$ cat config.mk
export PLATFORM = sky130hd
export DESIGN_NAME = fbsc_div
export DESIGN_NICKNAME = d
export VERILOG_FILES = /design/src/sv/fbsc_div.sv
export SDC_FILE = /design/constraint.sdc
export NUM_CORES = 1
export LEC_CHECK = 0
export ABC_CLOCK_PERIOD_IN_PS = 12900
export BUFFER_PORTS_ARGS = -buffer_cell sky130_fd_sc_hd__clkbuf_2
export CORE_ASPECT_RATIO = 0.9
export CORE_MARGIN = 5
export CORE_UTILIZATION = 35
export CTS_CLUSTER_DIAMETER = 120
export DETAILED_ROUTE_END_ITERATION = 7
export GPL_ROUTABILITY_DRIVEN = 0
export SYNTH_ARGS = -nofsm -noshare
export SYNTH_HDL_FRONTEND = slang
export SYNTH_SLANG_ARGS = --single-unit
$ cat constraint.sdc
create_clock -name i_clk -period 12.9 [get_ports i_clk]
set_input_delay 1.935 -clock i_clk [delete_from_list [all_inputs] [get_ports i_clk]]
set_output_delay 1.935 -clock i_clk [all_outputs]
set_load 0.05 [all_outputs]
$ cat src/sv/fbsc_div.sv
// ============================================================================
// fbsc_div
// Pipelined restoring divider, STEP quotient bits per stage, with sideband.
// ============================================================================
module fbsc_div #(
    parameter int NUM_W  = 22,
    parameter int DEN_W  = 16,
    parameter int STEP   = 4,
    parameter int SIDE_W = 8
) (
    input  logic              i_clk,
    input  logic              i_rst_n,
    input  logic              i_valid,
    output logic              o_ready,
    input  logic [NUM_W-1:0]  i_num,
    input  logic [DEN_W-1:0]  i_den,
    input  logic [SIDE_W-1:0] i_side,
    output logic              o_valid,
    input  logic              i_ready,
    output logic [NUM_W-1:0]  o_quo,
    output logic [SIDE_W-1:0] o_side
);
    localparam int NSTG = (NUM_W + STEP - 1) / STEP;
    localparam int NPAD = NSTG * STEP;

    logic              r_v    [NSTG];
    logic [DEN_W-1:0]  r_rem  [NSTG];
    logic [NPAD-1:0]   r_nq   [NSTG];
    logic [DEN_W-1:0]  r_den  [NSTG];
    logic [SIDE_W-1:0] r_side [NSTG];
    logic              w_en   [NSTG];
    logic              w_dn   [NSTG];
    logic              w_v_in [NSTG];
    logic [DEN_W-1:0]  w_den_in  [NSTG];
    logic [SIDE_W-1:0] w_side_in [NSTG];
    logic [DEN_W+NPAD-1:0] w_res [NSTG];

    // STEP shift-subtract steps; numerator shifts out, quotient shifts in
    function automatic logic [DEN_W+NPAD-1:0] step_f(
        input logic [DEN_W-1:0] rem_in,
        input logic [NPAD-1:0]  nq_in,
        input logic [DEN_W-1:0] den
    );
        logic [DEN_W:0]   t;
        logic [DEN_W-1:0] rem;
        logic [NPAD-1:0]  nq;
        rem = rem_in;
        nq  = nq_in;
        for (int s = 0; s < STEP; s++) begin
            t  = {rem, nq[NPAD-1]};
            nq = {nq[NPAD-2:0], 1'b0};
            if (t >= {1'b0, den}) begin
                t     = t - {1'b0, den};
                nq[0] = 1'b1;
            end
            rem = t[DEN_W-1:0];
        end
        return {rem, nq};
    endfunction

    for (genvar k = 0; k < NSTG; k++) begin : g_stg
        // Stage inputs
        if (k == 0) begin : g_first
            assign w_v_in[k]    = i_valid;
            assign w_den_in[k]  = i_den;
            assign w_side_in[k] = i_side;
            assign w_res[k]     = step_f('0, NPAD'(i_num), i_den);
        end else begin : g_next
            assign w_v_in[k]    = r_v[k-1];
            assign w_den_in[k]  = r_den[k-1];
            assign w_side_in[k] = r_side[k-1];
            assign w_res[k]     = step_f(r_rem[k-1], r_nq[k-1], r_den[k-1]);
        end

        // Downstream readiness
        if (k == NSTG - 1) begin : g_last
            assign w_dn[k] = i_ready;
        end else begin : g_mid
            assign w_dn[k] = w_en[k+1];
        end
        assign w_en[k] = !r_v[k] || w_dn[k];

        // Valid flag
        always_ff @(posedge i_clk) begin
            if (!i_rst_n) begin
                r_v[k] <= 1'b0;
            end else if (w_en[k]) begin
                r_v[k] <= w_v_in[k];
            end
        end

        // Payload
        always_ff @(posedge i_clk) begin
            if (w_en[k]) begin
                r_rem[k]  <= w_res[k][DEN_W+NPAD-1:NPAD];
                r_nq[k]   <= w_res[k][NPAD-1:0];
                r_den[k]  <= w_den_in[k];
                r_side[k] <= w_side_in[k];
            end
        end
    end

    assign o_ready = w_en[0];
    assign o_valid = r_v[NSTG-1];
    assign o_quo   = r_nq[NSTG-1][NUM_W-1:0];
    assign o_side  = r_side[NSTG-1];

endmodule

==> results.md, run 1 <==
* Slew @ Worst Pin at between 0.9 and 1 ns
* Fraction of the mapped netlist area in compound gates at 17.9%
* Fill cell count at approximately 8800
* First-iteration detailed-routing DRC count at about 1600
* Antenna Nets Post-Route at 0
* Crit path top cell by count: ha_1
* Avg Inst Size Synth at about 9.8 um^2
* Synth area leaders: edfxtp_1 (33%), ha_1 (15%), mux2_2 (6.5%), xnor2_1 (4.5%), a21oi_1 (4.1%)
* Clk sink count at around 350
* Post-Route WL at about 81 mm
* Post-CTS Repair Setup Buffers at 0
* Worst r2r path cells at slightly above 40
* Initial antenna violation count at 1
* Die width at roughly 330 um
* Slew headroom at 33.5%
* Std cell rows at 104
* Setup TNS at 0 ns
* Final setup fails at 0
* Port bufs at between 80 and 90
* Diode count at 0
* Fmax at between 80 and 90 MHz
* CP Data Arrival Time at between 10 and 15 ns
* Area delta synth->final at 10.5%
* Crit-path max cell delay at slightly below 0.7 ns
* Largest net degree at the start of global routing at 64
* Die H at between 200 and 300 um
* Endpoints failing hold at 0
* Nets at between 3000 and 4000
* Worst-Skew Late Latency at 0.59 ns
* CP startpoint: r_den[3][1]
* DRC Markers at 0
* Top cell type by total area after synthesis: edfxtp_1
* CP max-delay cell: o41ai_1
* Worst Skew at roughly 0.040 ns
* Critical Path Sink Type: register
* Multiplexer share of the synthesized area at under 10%
* CP endpoint: r_rem[4][7]
* Worst r2r src: r_den[3][1]
* Fin crit share at between 90 and 100%
* Placed cell area at ~33000 um^2
* Synth top area share at between 30% and 40%
* Final HPWL DP at between 60 and 70 mm
* GRT overflow at 0
* Adder-Cell Fraction of Synth Area at around 16%
* Share of layout cells above drive strength 1 at approximately 13%
* Share of synthesized flip-flops with an asynchronous set or reset at 0%
* Largest family of logic cells by synthesized area: compound AO/OA/AOI/OAI gates
* Post-Synth Simple-Gate Area at approximately an eighth
* Hold Path Origin: r_nq[3][17]
* Slew Viols, Final at 0
* CTS Buf Count at 44
* Reg clk slew, reported paths at 0.06 ns
* Core Region at 89100 um^2
* Global-route wire length before repair at 127 mm
* CTS tree: yes
* Yosys cell types at 96
* Run status: finished, final reports clean
* Post-DR vias/cell at ~5.4
* Critical path startpoint category: register
* I/O pin cnt at roughly 80
* R2R Path End: r_rem[4][7]
* Gr usage total at 16.3%
* Design area at around 35000 um^2
* Clk root buf: clkbuf_16
* Via count at approximately 24000
* 1st-pass router iterations at 6
* Max Cap Viol at 0
* R2R Setup Slk at ~1.2 ns
* WL/cell at 17.8 um
* Synth Instances at 3212
* CP Data Required Time at 13.24 ns
* Vias in the first global route at ~23000
* Flops & latches, synth at approximately 350
* Mapped cell area at roughly 31000 um^2
* Type of the tightest min-delay check: reg2reg
* Setup CP Type: reg2reg
* Die area at between 90000 and 100000 um^2
* Unrepaired setup endpoints after global routing: no
* Critical path peak fanout at 23
* Sequential area share after synthesis at between 30% and 40%
* Yosys synthesis warning count at 0
* Number of synthesized flops with an enable pin at about 350
* H-tree levels at 2
* Post-Synth XOR/XNOR Area at 6.57%
* Leading register cell type out of synthesis: edfxtp_1
* Tmin final at about 12 ns
* Max clock buf depth at 3
* Starting density of the core at between 30% and 40%
area by class of cell:
cell class	instances	area [um^2]	area share [%]
multi-input cells	2567	19800	57.2
inverters	266	998	2.88
clock buffers	48	1120	3.22
clock inverters	27	320	0.925
well taps	1166	1460	4.21
repair buffers	98	533	1.54
flip-flops and latches	346	10400	30.0
layout by cell type, fill, tap and decap left out, types with 26 or more instances in the layout:
cell type | synthesis | final
or3_1 | 26 | 26
o21a_1 | 62 | 62
nand2_1 | 167 | 165
edfxtp_1 | 345 | 345
o21bai_1 | 27 | 27
inv_1 | 263 | 261
clkbuf_16 | 0 | 44
mux2_2 | 182 | 182
clkbuf_2 | 0 | 81
nand2b_1 | 34 | 34
ha_1 | 369 | 369
xnor2_1 | 162 | 162
a21oi_1 | 259 | 259
a211oi_1 | 31 | 31
nand4_1 | 58 | 58
and2_1 | 26 | 26
o21ai_0 | 162 | 162
and3_1 | 29 | 29
nor3_1 | 71 | 71
mux2i_1 | 50 | 50
a21o_1 | 79 | 79
nor2_1 | 202 | 202
nand3_1 | 85 | 84
xor2_1 | 73 | 73
nor2b_1 | 62 | 62
synth_stat cells (10+ instances only):
library cell / instances
a211oi_1: 31
or3_1: 26
inv_1: 263
o31ai_1: 24
o31a_1: 15
a21boi_0: 22
nand3_1: 85
nand4_1: 58
edfxtp_1: 345
a211o_1: 10
nor3_1: 71
o21bai_1: 27
nor4_1: 21
nand2_1: 167
xnor2_1: 162
a21oi_1: 259
o21ai_0: 162
a21o_1: 79
mux2_4: 19
a31o_2: 11
nand2b_1: 34
a31oi_1: 20
nor2b_1: 62
fa_1: 21
mux2_2: 182
mux2i_1: 50
nor2_1: 202
o21a_1: 62
buf_2: 12
xor2_1: 73
or2_2: 13
and2_1: 26
and3_1: 29
clkbuf_1: 18
o211ai_1: 23
ha_1: 369
per-layer routing:
metal  track usage [%]  up-vias  routed length [um]
li1                  -    12300                   -
met1              22.7    11600               38400
met2              26.9      525               36100
met3              2.18      112                3780
met4              4.60        0                2220
met5                 0        -                   0
logic make-up after synthesis:
logic type,after synthesis
muxes,256
DFF,346
buffers and inverters,305
AOI/OAI and AO/OA,850
adders and majority gates,390
xor gates and xnor gates,235
other,1
and+or+nand+nor,829
registers in the layout (all words and copies together) (netlist names):
register,flops
r_side,48
r_den,80
r_v,6
r_rem,80
r_nq,132
through the flow:
stage	std cells	setup slack, ns	hold WS (ns)	utilization (%)
global placement	4443	1.27	0.400	37.2
global route	4518	0.115	0.407	38.8
finish	4518	1.17	0.390	38.8
floorplan	3218	2.65	0.400	-
CTS	4518	0.968	0.401	38.8
detailed placement	4443	0.980	0.405	37.2
worst max-delay path, delay by kind of cell, from the launching register on:
family / cells / cell delay (ns)
and+or+nand+nor: 9 / 2.34
muxes: 4 / 1.55
adders and majority gates: 4 / 1.23
DFF: 1 / 0.47
AOI/OAI and AO/OA: 19 / 5.07
buffers and inverters: 5 / 0.77
what timing repair did:
item / in CTS / in global routing
endpoints found under the setup margin: 0 / 29
hold buffers: 0 / 0
gates resized for setup: 0 / 2
how the worst min path moves through the flow:
stage          cells past startpoint           end
2_1_floorplan                      0   r_nq[1][10]
3_3_place_gp                       0  r_side[1][1]
3_5_place_dp                       0   r_nq[1][10]
4_1_cts                            0   r_nq[4][22]
5_1_grt                            0   r_nq[4][21]
6_report                           0   r_nq[4][21]
Power of run 1 is not shown: default switching activity piles up to over one toggle a cycle in this logic, so the estimate is an artifact.
==> run 2, diff against run 1 <==
--- a/config.mk
+++ b/config.mk
@@ -7,12 +7,16 @@
 export LEC_CHECK = 0
 export ABC_CLOCK_PERIOD_IN_PS = 12900
 export BUFFER_PORTS_ARGS = -buffer_cell sky130_fd_sc_hd__clkbuf_2
+export CELL_PAD_IN_SITES_DETAIL_PLACEMENT = 1
+export CELL_PAD_IN_SITES_GLOBAL_PLACEMENT = 1
 export CORE_ASPECT_RATIO = 0.9
 export CORE_MARGIN = 5
 export CORE_UTILIZATION = 35
 export CTS_CLUSTER_DIAMETER = 120
 export DETAILED_ROUTE_END_ITERATION = 7
 export GPL_ROUTABILITY_DRIVEN = 0
+export MAX_ROUTING_LAYER = met4
+export PLACE_DENSITY_LB_ADDON = 0.1
 export SYNTH_ARGS = -nofsm -noshare
 export SYNTH_HDL_FRONTEND = slang
 export SYNTH_SLANG_ARGS = --single-unit
==> run 2 against run 1 <==
Net effect: first-iteration DRC count fell by 28%; clock-buffer cell count rose by 3; register-to-register slack got worse by 0.21 ns; routed wire length rose by 24%; clock skew fell by 0.0062 ns; setup slack got worse by 0.21 ns; design area barely moved; via count rose by 2.1%; utilization barely moved; critical path type unchanged; highest routed layer unchanged.
==> results.md, run 2 (synthesized netlist as in run 1, its figures left out) <==
* Worst Skew at 0.0340 ns (was 0.0402 ns)
* Die H at 294 um (unchanged)
* CTS Buf Count at 44 (unchanged)
* Post-DR vias/cell at 5.53 (was 5.42)
* I/O pin cnt at 82 (unchanged)
* Gr usage total at 20.9% (was 16.3%)
* Clk sink count at 346 (unchanged)
* Post-Route WL at 99.9 mm (was 80.5 mm)
* Final HPWL DP at 79.7 mm (was 64.0 mm)
* Fmax at 83.8 MHz (was 85.2 MHz)
* Die area at 95600 um^2 (unchanged)
* Commonest non-fill, non-tap cell in the layout: ha_1 (unchanged)
* Std cell rows at 104 (unchanged)
* Placed cell area at 33200 um^2 (unchanged)
* Biggest register: r_nq (unchanged)
* Port bufs at 81 (unchanged)
* Largest register FFs at 132 (unchanged)
* Crit-path max cell delay at 0.69 ns (about the same)
* DRC Markers at 0 (unchanged)
* Commonest non-fill, non-tap cells in the layout: ha_1 (369), edfxtp_1 (345), inv_1 (261) (unchanged)
* Final design utilization at 38.9% (was 38.8%)
* GRT overflow at 0 (unchanged)
* Critical path peak fanout at 20 (was 23)
* Antenna Nets Post-Route at 0 (unchanged)
* CP Data Arrival Time at 12.27 ns (was 12.07 ns)
* Run status: finished, final reports clean (unchanged)
* Slew Viols, Final at 0 (unchanged)
* Tmin final at 11.94 ns (was 11.73 ns)
* Global-route wire length before repair at 155 mm (was 127 mm)
* Type of the tightest min-delay check: reg2reg (unchanged)
* Diode count at 0 (unchanged)
* CTS tree: yes (unchanged)
* CTS hold repair buffers at 0 (unchanged)
* Post-CTS Repair Setup Buffers at 0 (unchanged)
* Slew headroom at 31.0% (was 33.5%)
* Design area at 34700 um^2 (was 34600 um^2)
* Largest net degree at the start of global routing at 64 (unchanged)
* Max clock buf depth at 3 (unchanged)
* Via count at 25000 (was 24500)
* Critical Path Sink Type: register (unchanged)
* Largest registers: r_nq (132), r_den (80), r_rem (80) (unchanged)
* Die width at 325 um (unchanged)
* First-iteration detailed-routing DRC count at 1171 (was 1633)
* Final setup fails at 0 (unchanged)
* Worst hold margin at 0.395 ns (was 0.390 ns)
* Clk root buf: clkbuf_16 (unchanged)
* CP max-delay cell: a32o_1 (was o41ai_1)
* Unrepaired setup endpoints after global routing: no (unchanged)
* Starting density of the core at 35.1% (unchanged)
* Setup TNS at 0 ns (unchanged)
* Nets at 3763 (unchanged)
* Slew @ Worst Pin at 1.03 ns (was 0.997 ns)
* Max Cap Viol at 0 (unchanged)
* Share of layout cells above drive strength 1 at 12.8% (about the same)
* Initial antenna violation count at 1 (unchanged)
* Endpoints failing hold at 0 (unchanged)
* CP Data Required Time at 13.23 ns (was 13.24 ns)
* Reg clk slew, reported paths at 0.06 ns (about the same)
* H-tree levels at 2 (unchanged)
* Critical path startpoint category: register (unchanged)
* Core Region at 89100 um^2 (unchanged)
* 1st-pass router iterations at 4 (was 6)
* WL/cell at 22.1 um (was 17.8 um)
* Area delta synth->final at 10.6% (was 10.5%)
* Worst-Skew Late Latency at 0.60 ns (was 0.59 ns)
* Fin crit share at 92.6% (was 91.0%)
* Setup CP Type: reg2reg (unchanged)
* Vias in the first global route at 26700 (was 23400)
## run 2: cell type report
type	count	area [um^2]
Fill cell	10100	54500
Timing Repair Buffer	98	533
Inverter	266	998
Tap cell	1166	1460
Clock buffer	51	1140
Sequential cell	346	10400
Multi-Input combinational cell	2567	19800
Clock inverter	31	325
## run 2: final timing paths
kind         slack, ns          end  depth (start not counted)        start
min reg2reg       0.40  r_nq[5][16]                          0  r_nq[4][12]
max reg2reg       0.96  r_rem[3][8]                         41  r_den[2][1]
max               0.96  r_rem[3][8]                         41  r_den[2][1]
min               0.40  r_nq[5][16]                          0  r_nq[4][12]
## run 2: critical path: cells and delay by family (launching register included)
family	cells	cell delay, ns
AOI/OAI and AO/OA	21	6.79
adders and majority gates	4	1.21
buffers and inverters	5	0.80
DFF	1	0.53
muxes	2	0.72
and+or+nand+nor	9	1.62
## run 2: metal layers
metal | up-vias | wire length [um] | global-route usage [%]
li1 | 12300 | - | -
met1 | 12300 | 47400 | 27.0
met2 | 280 | 47700 | 35.6
met3 | 130 | 2180 | 1.87
met4 | 0 | 2600 | 5.41
met5 | - | 0 | -
## run 2: timing repair
action / CTS / global route
gates resized for setup: 0 / 3
setup endpoints to repair: 0 / 20
hold endpoints to repair: 0 / 0
## run 2: metrics by stage
stage               setup slack, ns  cells
detailed placement            0.712   4443
global placement               1.25   4443
global route                  0.101   4525
floorplan                      2.65   3218
CTS                           0.642   4525
finish                        0.961   4525
Power of run 2 is left out for the same reason.
