`config.mk`:
```
export PLATFORM = sky130hd
export DESIGN_NAME = fbsc_tail
export DESIGN_NICKNAME = d
export VERILOG_FILES = /design/src/sv/fbsc_pkg.sv /design/src/sv/fbsc_tail.sv
export SDC_FILE = /design/constraint.sdc
export NUM_CORES = 1
export LEC_CHECK = 0
export ABC_AREA = 1
export BUFFER_PORTS_ARGS = -buffer_cell sky130_fd_sc_hd__clkbuf_2
export CAP_MARGIN = 20
export CORE_AREA = 2 2 223 225
export CTS_BUF_LIST = sky130_fd_sc_hd__clkbuf_16
export CTS_CLUSTER_SIZE = 24
export DETAILED_ROUTE_END_ITERATION = 12
export DIE_AREA = 0 0 225 227
export SKIP_CTS_REPAIR_TIMING = 1
export SLEW_MARGIN = 20
export SYNTH_ARGS = -nofsm -noshare
export SYNTH_HDL_FRONTEND = slang
export SYNTH_SLANG_ARGS = --single-unit
```
`constraint.sdc`:
```
create_clock -name i_clk -period 8.35 [get_ports i_clk]
set_clock_uncertainty 0.05 [all_clocks]
set_input_delay 0.835 -clock i_clk [delete_from_list [all_inputs] [get_ports i_clk]]
set_output_delay 0.835 -clock i_clk [all_outputs]
set_load 0.02 [all_outputs]
```
`src/sv/fbsc_pkg.sv`:
```
// ============================================================================
// fbsc_pkg
// Shared types and constants for the FAT boot sector check pipeline.
// ============================================================================
package fbsc_pkg;

    localparam int TOT_W  = 32;   // total sector count
    localparam int BPS_W  = 16;   // bytes per sector
    localparam int SPC_W  = 8;    // sectors per cluster
    localparam int RSV_W  = 16;   // reserved sectors
    localparam int FA_W   = 24;   // FAT copies times sectors per FAT
    localparam int CB_W   = 24;   // cluster size in bytes
    localparam int TB_W   = 48;   // volume size in bytes
    localparam int RNUM_W = 22;   // rounded-up root directory byte count
    localparam int RDS_W  = 21;   // root directory sectors
    localparam int FDS_W  = 25;   // first data sector

    // Result status codes
    typedef enum logic [1:0] {
        ST_OK      = 2'd0,
        ST_INVALID = 2'd1,
        ST_MEDIA   = 2'd2,
        ST_FAT32   = 2'd3
    } t_status;

    // Boot sector signature values
    localparam logic [7:0]  JMP_SHORT    = 8'hEB;
    localparam logic [7:0]  JMP_NOP      = 8'h90;
    localparam logic [7:0]  JMP_NEAR     = 8'hE9;
    localparam logic [7:0]  JMP_ALT      = 8'h69;
    localparam logic [7:0]  MEDIA_MASK   = 8'hF0;
    localparam logic [15:0] SECTOR_SIZE  = 16'd512;
    localparam logic [7:0]  MAX_SPC      = 8'd128;
    localparam logic [31:0] FAT12_LIMIT  = 32'd4085;
    localparam logic [31:0] FAT16_LIMIT  = 32'd65525;
    localparam int          DIR_ENT_SH   = 5;      // 32 bytes per entry

    // Decoded boot sector fields as they arrive
    typedef struct packed {
        logic [31:0] ts32;
        logic [15:0] ts16;
        logic [15:0] nroot;
        logic [15:0] spf;
        logic [7:0]  nfat;
        logic [15:0] rsv;
        logic [7:0]  spc;
        logic [15:0] bps;
        logic [7:0]  media;
        logic [7:0]  j2;
        logic [7:0]  j0;
    } t_boot;

    // Working record carried down the pipe; later fields fill in as it goes
    typedef struct packed {
        logic              invalid;
        logic              trusted;
        logic [TOT_W-1:0]  tot;
        logic [BPS_W-1:0]  bps;
        logic [SPC_W-1:0]  spc;
        logic [RSV_W-1:0]  rsv;
        logic [FA_W-1:0]   fat_area;
        logic [CB_W-1:0]   cbytes;
        logic [TB_W-1:0]   tbytes;
        logic [RNUM_W-1:0] rnum;
        logic [RDS_W-1:0]  rds;
        logic [FDS_W-1:0]  fds;
        logic [TOT_W-1:0]  dsc;
    } t_item;

endpackage

```
`src/sv/fbsc_tail.sv`:
```
// ============================================================================
// fbsc_tail
// Middle stage: first data sector and saturated data sector count.
// ============================================================================
module fbsc_tail (
    input  logic                    i_clk,
    input  logic                    i_rst_n,
    input  logic                    i_valid,
    output logic                    o_ready,
    input  fbsc_pkg::t_item         i_item,
    input  logic [fbsc_pkg::RNUM_W-1:0] i_rds,
    output logic                    o_valid,
    input  logic                    i_ready,
    output fbsc_pkg::t_item         o_item
);
    import fbsc_pkg::*;

    logic  r_v;
    t_item r_item;
    t_item n_item;
    logic  w_en;

    assign w_en    = !r_v || i_ready;
    assign o_ready = w_en;
    assign o_valid = r_v;
    assign o_item  = r_item;

    // Area sum, then floor the remainder at zero
    always_comb begin
        n_item     = i_item;
        n_item.rds = i_rds[RDS_W-1:0];
        n_item.fds = FDS_W'(i_item.rsv) + FDS_W'(i_item.fat_area) + FDS_W'(n_item.rds);
        n_item.dsc = (i_item.tot > TOT_W'(n_item.fds)) ? (i_item.tot - TOT_W'(n_item.fds))
                                                     : '0;
    end

    always_ff @(posedge i_clk) begin
        if (!i_rst_n) begin
            r_v <= 1'b0;
        end else if (w_en) begin
            r_v <= i_valid;
        end
    end

    always_ff @(posedge i_clk) begin
        if (w_en) begin
            r_item <= n_item;
        end
    end

endmodule

```
==> results of run 1 <==
-- logic make-up (layout without fill, tap and decap cells) --
family	after synthesis	count (layout)	share of synthesized area (%)
adders and majority gates	55	55	6.48
and+or+nand+nor	587	587	20.8
AOI/OAI and AO/OA	55	55	2.88
xor gates and xnor gates	17	17	1.17
other	0	3	0
buffers and inverters	154	705	4.73
DFF	271	271	64.0
-- report_power, final --
part / internal (mW) / switching (mW) / leakage, nW
Combinational: 0.432 / 0.952 / 4.81
Sequential: 1.72 / 0.0515 / 2.81
Clock: 0.896 / 0.606 / 0.555
Total: 3.05 / 1.61 / 8.18
-- synthesized netlist by cell type --
cell      count  area [um^2]
nand2_1     329         1230
a21o_1        1         7.51
nand4_1      20          125
a21oi_2      17          149
a21oi_1      26          130
dfxtp_1       1         20.0
nand3_2      15          150
nand2_2      30          188
edfxtp_1    270         8110
nand3_1      89          445
nand2_4       1         11.3
xnor2_1       8         70.1
nor2_4        2         22.5
nand3b_1      1         7.51
nor3_2        1         10.0
buf_6         3         33.8
nor2_1       70          263
a21boi_0      4         30.0
nor2_2       28          175
fa_1         18          360
o21ai_0       4         20.0
and3_1        1         6.26
xor2_1        9         78.8
inv_1       147          552
o21ai_1       2         10.0
o21bai_4      1         18.8
inv_2         4         15.0
ha_1         37          463
-- cell type report --
cell class,count,area share (%)
diodes,3,0.0439
clock inverters,26,1.57
inverters,151,3.32
well taps,622,4.55
repair buffers,493,14.5
clock buffers,35,5.13
flip-flops and latches,271,47.6
multi-input cells,714,23.3
-- routing by layer --
metal  up-vias  track usage (%)
li1       4899                -
met1      4660             17.4
met2       369             33.0
met3        61             5.30
met4         8             4.85
met5         -                0
-- registers in the layout, indices dropped and copies added (netlist names) --
signal and flops:
o_item 270, o_valid 1
-- how the worst max path moves through the flow --
| stage | cells after the start | start | end |
|---|---|---|---|
| finish | 23 | i_item[173] | o_item[31]$_SDFFCE_PP0P_ |
| global route | 24 | i_item[173] | o_item[31]$_SDFFCE_PP0P_ |
| CTS | 23 | i_item[173] | o_item[31]$_SDFFCE_PP0P_ |
| detailed placement | 23 | i_item[173] | o_item[31]$_SDFFCE_PP0P_ |
| global placement | 23 | i_item[173] | o_item[31]$_SDFFCE_PP0P_ |
| floorplan | 2 | i_ready | o_ready |
-- worst reg2reg max path: stages (launching register included) --
cell,delay (ns)
dfxtp_1,0.33
nand2_4,0.08
buf_4,0.68
buf_4,0.89
==> summary.txt, run 1 <==
Synth
  • Syn. warnings: 0
  • Average cell area after synthesis: between 10 and 15 um^2
  • Syn nets: roughly 1500
  • Mapped Cells: between 1000 and 1500
  • Cell area after synthesis: 0.0127 mm^2
  • Seq/Total Area, Yosys: 64.0%
  • Synth cell types: 28
  • Synth Register Bits: roughly 270

Hold path
  • Hold path start: i_item[219]
  • Min-Delay Endpoint: o_item[219]$_DFFE_PP_
  • Hold WC Path Type: in -> reg
  • Worst Hold Depth: 1

Finish
  • Final Instance Area: 0.0171 mm^2
  • Post-route insts no fill: ~2300
  • Layout area overhead: 34.5%
  • Final design utilization: between 30% and 40%
  • Seq. cell area: ~0.0081 mm^2
  • Share of layout cells above drive strength 1: 38.2%
  • Layout Nets: just over 2000
  • Area of the multi-input gates: around 0.004 mm^2
  • Fill cells: slightly below 5000
  • Commonest non-fill, non-tap cell in the layout: clkbuf_2
  • Commonest non-fill, non-tap cells in the layout: 488 x clkbuf_2, 328 x nand2_1, 270 x edfxtp_1

Place
  • Placed Instances: ~2300
  • GPL Wtd Cong: approximately 0.87
  • HPWL Detailed: about 36000 um
  • Placed cell area: between 0.015 and 0.02 mm^2
  • Pre-CTS WS: 2.81 ns
  • Count of input and output buffers: just under 500

Drt
  • Met2 wire length: roughly 24000 um
  • Vias: roughly 10000
  • Iter 0 DRT Violations: 522
  • M1 WL: 15600 um
  • DRC: 0
  • Per-cell routed wire length: around 19 um
  • Vias/cell: 4.32
  • WL met3: around 3500 um
  • Post-route ant nets: 0
  • Total Routed Length: approximately 44000 um
  • DR pass1 iterations: 5
  • Top sig layer: met5

Status
  • Status: finished clean

Global routing
  • Global-route wire length before repair: 62800 um
  • Vias in the first global route: 10100
  • Global route total overflow: 0
  • Initial antenna violation count: 7
  • Largest net degree at the start of global routing: around 70
  • Global Route Usage Sum: 17.0%

Setup path
  • CP max stage cell: fa_1
  • CP Data Required Time: around 8.6 ns
  • Flop2flop setup slack: ~5.9 ns
  • Largest stage delay on the critical path: approximately 0.48 ns
  • Reg2reg start: o_valid$_SDFFE_PN0P_
  • CP Data Arrival Time: approximately 5.1 ns
  • Most Frequent Cell on Critical Path: nand2_1
  • Buffers & Inverters on Critical Path: 2
  • R2r endpoint: o_item[106]$_DFFE_PP_
  • Critical path class: in -> reg
  • CP Cell Sequence: clkbuf_2 -> fa_1 -> ha_1 -> fa_1 -> nand2_1 -> nand2_1 -> nand2_1 -> xnor2_1 -> inv_1 -> ha_1 -> a21oi_1 -> a21boi_0 -> o21ai_1 -> nand2_1 -> nand2_1 -> nand3_1 -> nand2_1 -> nand2_1 -> nand2_2 -> nand3_2 -> nand3_2 -> nand2_4 -> a21oi_1
  • Worst-case reg-to-reg path depth: 3
  • CP Launch Type: input pin
  • CP endpoint kind: register
  • CP Max Fanout: 32
  • Crit path max-delay family: adder cells

Timing
  • Setup_tns: 0 ns
  • Min Tclk post-route: about 5 ns
  • Slew HR: between 30% and 40%
  • Fin. max-slew vios: 0
  • Final hold vios: 0
  • Endpoints failing setup: 0
  • Final hold slack: ~0.4 ns
  • RSZ-0062 raised after global routing: false
  • Final period utilization: between 50% and 60%
  • Final Worst Setup Slack: between 3 and 4 ns
  • Slew @ Worst Pin: slightly below 1 ns
  • Fmax achieved: about 0.20 GHz

Clock network
  • Clock-pin slew on the worst setup and hold paths: 0.06 ns
  • Sink Count: around 270
  • CTS Buf Count: 35
  • Longest Clk Path Bufs: 3
  • Htree depth: 2
  • CTS tree: yes
  • Worst-skew pair later-pin latency: roughly 0.55 ns
  • Root Buffer: clkbuf_16

Floorplan
  • Die area: around 0.051 mm^2
  • Die width: about 230 um
  • Placeable Area: a little under 0.05 mm^2
  • FP Rows: 81
  • Starting density of the core: between 20% and 30%
  • Die H: ~230 um
  • Num ports: approximately 570

Power
  • Peak VDD IR: approximately 140 uV
  • Overall Power: about 4.7 mW
  • Leakage: between 8 and 9 nW
  • Cell Pwr Density: approximately 270 mW/mm^2

Run
  • Max cap viols: 0
Power figures use the tool's default switching activity.
==> inputs of run 2 (changes only) <==
Settings changed: ABC_AREA 1 to 0, CORE_AREA 2 2 223 225 to 2 2 221 223, DIE_AREA 0 0 225 227 to 0 0 223 225.
Clock period 8.35 ns to 5 ns, I/O delays scaled along.
==> run 2 against run 1 <==
The flow now finishes with violations (setup timing). Non-clock buffer count increased by 149. Clock-buffer cell count decreased by 4. Area after synthesis decreased by 7.5%. Worst hold slack got worse by 0.37 ns. Final cell count decreased by 11%. Clock power increased by 50%. Global-route usage decreased by 3.2 points. Combinational power increased by 100%. Sequential power increased by 68%. Power increased by 72%. Critical path type unchanged. Critical endpoint is now o_item[21]$_SDFFCE_PP0P_. Largest cell class unchanged.
==> summary.txt, run 2 <==
Synth
  • Commonest cells in the netlist: 270 x edfxtp_1, 46 x nor2_1, 37 x ha_1, 34 x inv_1, 31 x nand2_1
  • Average cell area after synthesis: 15.6 um^2 (+40%)
  • Synth Register Bits: 271 (unchanged)
  • Seq/Total Area, Yosys: 69.2% (+5.2 points)
  • Most frequent cell after synthesis: edfxtp_1
  • Syn nets: 1106 (-26%)
  • Post-synth ARST share: 0% (unchanged)
  • Synth top area share: 69.0% (+5.2 points)
  • Synth Flop Type: edfxtp_1
  • Post-synth EDFFs: 270 (unchanged)
  • Mapped Cells: 755 (-34%)
  • Synth area leaders: edfxtp_1 69%, ha_1 3.9%, fa_1 3.1%
  • Synth cell types: 75 (+170%)
  • Syn. warnings: 0 (unchanged)
  • Cell taking the most area after synthesis: edfxtp_1
  • Cell area after synthesis: 0.0118 mm^2 (-7.5%)

Timing
  • RSZ-0062 raised after global routing: true
  • Slew HR: 52.7% (+17 points)
  • Endpoints failing setup: 6 (+6)
  • Final hold vios: 0 (unchanged)
  • Fmax achieved: around 0.2 GHz
  • Slew @ Worst Pin: 0.710 ns (-0.254 ns)
  • Final Worst Setup Slack: -0.119 ns (-3.54 ns)
  • Final period utilization: 102%
  • Min Tclk post-route: approximately 5 ns
  • Fin. max-slew vios: 0 (unchanged)

Drt
  • DR pass1 iterations: 4 (-1)
  • Vias: 8870 (-11%)
  • Total Routed Length: 36600 um (-17%)
  • Iter 0 DRT Violations: 358 (-31%)
  • DRC: 0 (unchanged)
  • Post-route ant nets: 0 (unchanged)
  • Per-cell routed wire length: 17.8 um (-6.3%)
  • Vias/cell: 4.31 (-0.14%)

Finish
  • Final design utilization: 36.4% (+1.2 points)
  • Commonest non-fill, non-tap cell in the layout: clkbuf_2
  • Layout area overhead: 47.3%
  • Post-route insts no fill: 2057 (-11%)
  • Fill cells: 4588 (-7.3%)
  • Final Instance Area: 0.0173 mm^2 (+1.3%)
  • Max reg flops: 270 (unchanged)
  • Layout Nets: 1767 (-12%)
  • Share of layout cells above drive strength 1: 51.4% (+13 points)
  • Commonest non-fill, non-tap cells in the layout: 487 x clkbuf_2, 270 x edfxtp_1, 148 x buf_4

Place
  • Placed Instances: 1990 (-12%)
  • HPWL Detailed: 29600 um (-18%)
  • Placed cell area: 0.0161 mm^2 (+1.1%)
  • GPL Wtd Cong: 0.810 (-7.0%)
  • Count of input and output buffers: 488 (unchanged)
  • Pre-CTS WS: -0.889 ns (-3.70 ns)

Floorplan
  • FP Rows: 80 (-1.2%)
  • Die width: 223 um (-0.89%)
  • Starting density of the core: 24.7% (-1.4 points)
  • Die area: 0.0502 mm^2 (-1.8%)
  • Num ports: 568 (unchanged)
  • Placeable Area: 0.0475 mm^2 (-2.1%)
  • Die H: 225 um (-0.88%)

Status
  • Status: complete, but fails checks
  • Failing checks: setup timing

Setup path
  • CP max stage cell: fa_1
  • CP Launch Type: input pin
  • Number of stages on the worst setup path: 25 (+8.7%)
  • Critical path endpoint: o_item[21]$_SDFFCE_PP0P_
  • Reg2reg start: o_valid$_SDFFE_PN0P_
  • Critical path class: in -> reg
  • Largest stage delay on the critical path: 0.53 ns (+0.05 ns)
  • Crit path max-delay family: adder cells
  • Worst-case reg-to-reg path depth: 2 (-1)
  • Buffers & Inverters on Critical Path: 3 (+1)
  • CP Data Arrival Time: 5.40 ns (+0.27 ns)
  • Flop2flop setup slack: 3.04 ns (-2.81 ns)
  • CP Max Fanout: 3 (-91%)
  • CP endpoint kind: register
  • R2r endpoint: o_item[154]$_DFFE_PP_
  • CP Data Required Time: 5.28 ns (-3.27 ns)
  • Worst setup path start: i_rds[1]

Global routing
  • Global Route Usage Sum: 13.8% (-3.2 points)
  • Global route total overflow: 0 (unchanged)
  • Global-route wire length before repair: 52600 um (-16%)
  • Largest net degree at the start of global routing: 130 (+81%)
  • Vias in the first global route: 9022 (-11%)
  • Initial antenna violation count: 7 (unchanged)

Power
  • Leakage: 7.76 nW (-5.1%)
  • Overall Power: 8.01 mW (+72%)
  • Seq pwr share: 37.1% (-0.9 points)
  • Reported net switching power: 2.61 mW (+62%)
  • Pint: 5.41 mW (+77%)
  • Gate power share: 34.8% (+5.1 points)
  • Peak VDD IR: 260 uV (+85%)
  • Cell Pwr Density: 463 mW/mm^2 (+70%)
  • Sw Ratio: 32.5% (-2.0 points)
  • Clock power frac: 28.1% (-4.2 points)

Clock network
  • Clock-pin slew on the worst setup and hold paths: 0.06 ns (about the same)
  • Longest Clk Path Bufs: 3 (unchanged)
  • CTS tree: yes
  • Sink Count: 271 (unchanged)
  • Worst-skew pair later-pin latency: 0.58 ns (+0.03 ns)
  • Htree depth: 1 (-1)
  • CTS Buf Count: 31 (-11%)
  • Root Buffer: clkbuf_16

Hold path
  • Hold WC Path Type: in -> reg

Run
  • Max cap viols: 0 (unchanged)
[run 2: changes by cell type after synthesis, moves of 14 or more]
cell / previous run / this run
a21oi_2: 17 / 0
inv_1: 147 / 34
nand2_1: 329 / 31
nand2_2: 30 / 0
nand3_1: 89 / 11
nand3_2: 15 / 1
nand4_1: 20 / 3
nor2_1: 70 / 46
nor2_2: 28 / 0
nor3_1: 0 / 14
o21ai_0: 4 / 24
xnor2_1: 8 / 26
[run 2: logic make-up after synthesis]
group,count (synthesis),synth area share [%]
AO/OA/AOI/OAI,145,8.75
XOR/XNOR,47,4.46
buffers and inverters,49,1.61
adder cells (fa/ha/maj),70,8.34
flip-flops,271,69.2
AND/OR/NAND/NOR,169,7.35
multiplexers,4,0.351
[run 2: power groups by stage]
stage / Combinational, mW / Sequential (mW) / Clock, mW
floorplan: 1.10 / 3.44 / 0
global placement: 2.73 / 3.02 / 0
detailed placement: 2.75 / 3.02 / 0
CTS: 2.76 / 2.98 / 2.32
global route: 3.05 / 3.00 / 2.40
finish: 2.79 / 2.97 / 2.25
[run 2: stage by stage]
stage,hold WS (ns),setup TNS [ns]
floorplan,0.549,-1.22
global route,0.000481,-7.27
global placement,0.628,-20.01
finish,0.0363,-0.559
detailed placement,0.629,-21.42
CTS,-0.0104,-2.22
[run 2: layer usage]
metal,vias to the layer above,track usage (%),wire (um)
met5,-,0,75
met4,10,4.20,1160
met3,66,5.05,3070
met2,326,25.3,18900
met1,4238,14.8,13400
li1,4230,-,-
[run 2: cell type report]
type                            count  area [um^2]  share of cell area [%]
Antenna cell                        1         2.50                  0.0145
Clock buffer                       31          776                    4.48
Clock inverter                     27          236                    1.37
Inverter                           35          131                   0.759
Multi-Input combinational cell    435         3630                    21.0
Sequential cell                   271         8130                    46.9
Tap cell                          615          769                    4.44
Timing Repair Buffer              642         3640                    21.0
[run 2: worst min-delay path by stage]
| stage | startpoint | end | slack, ns | cells past startpoint |
|---|---|---|---|---|
| 3_3_place_gp | i_item[96] | o_item[96]$_DFFE_PP_ | 0.63 | 1 |
| 2_1_floorplan | i_item[100] | o_item[100]$_DFFE_PP_ | 0.55 | 0 |
| 5_1_grt | i_item[123] | o_item[123]$_DFFE_PP_ | 0.0005 | 1 |
| 4_1_cts | i_item[79] | o_item[79]$_DFFE_PP_ | -0.01 | 1 |
| 6_report | i_item[165] | o_item[165]$_DFFE_PP_ | 0.04 | 1 |
| 3_5_place_dp | i_item[135] | o_item[135]$_DFFE_PP_ | 0.63 | 1 |
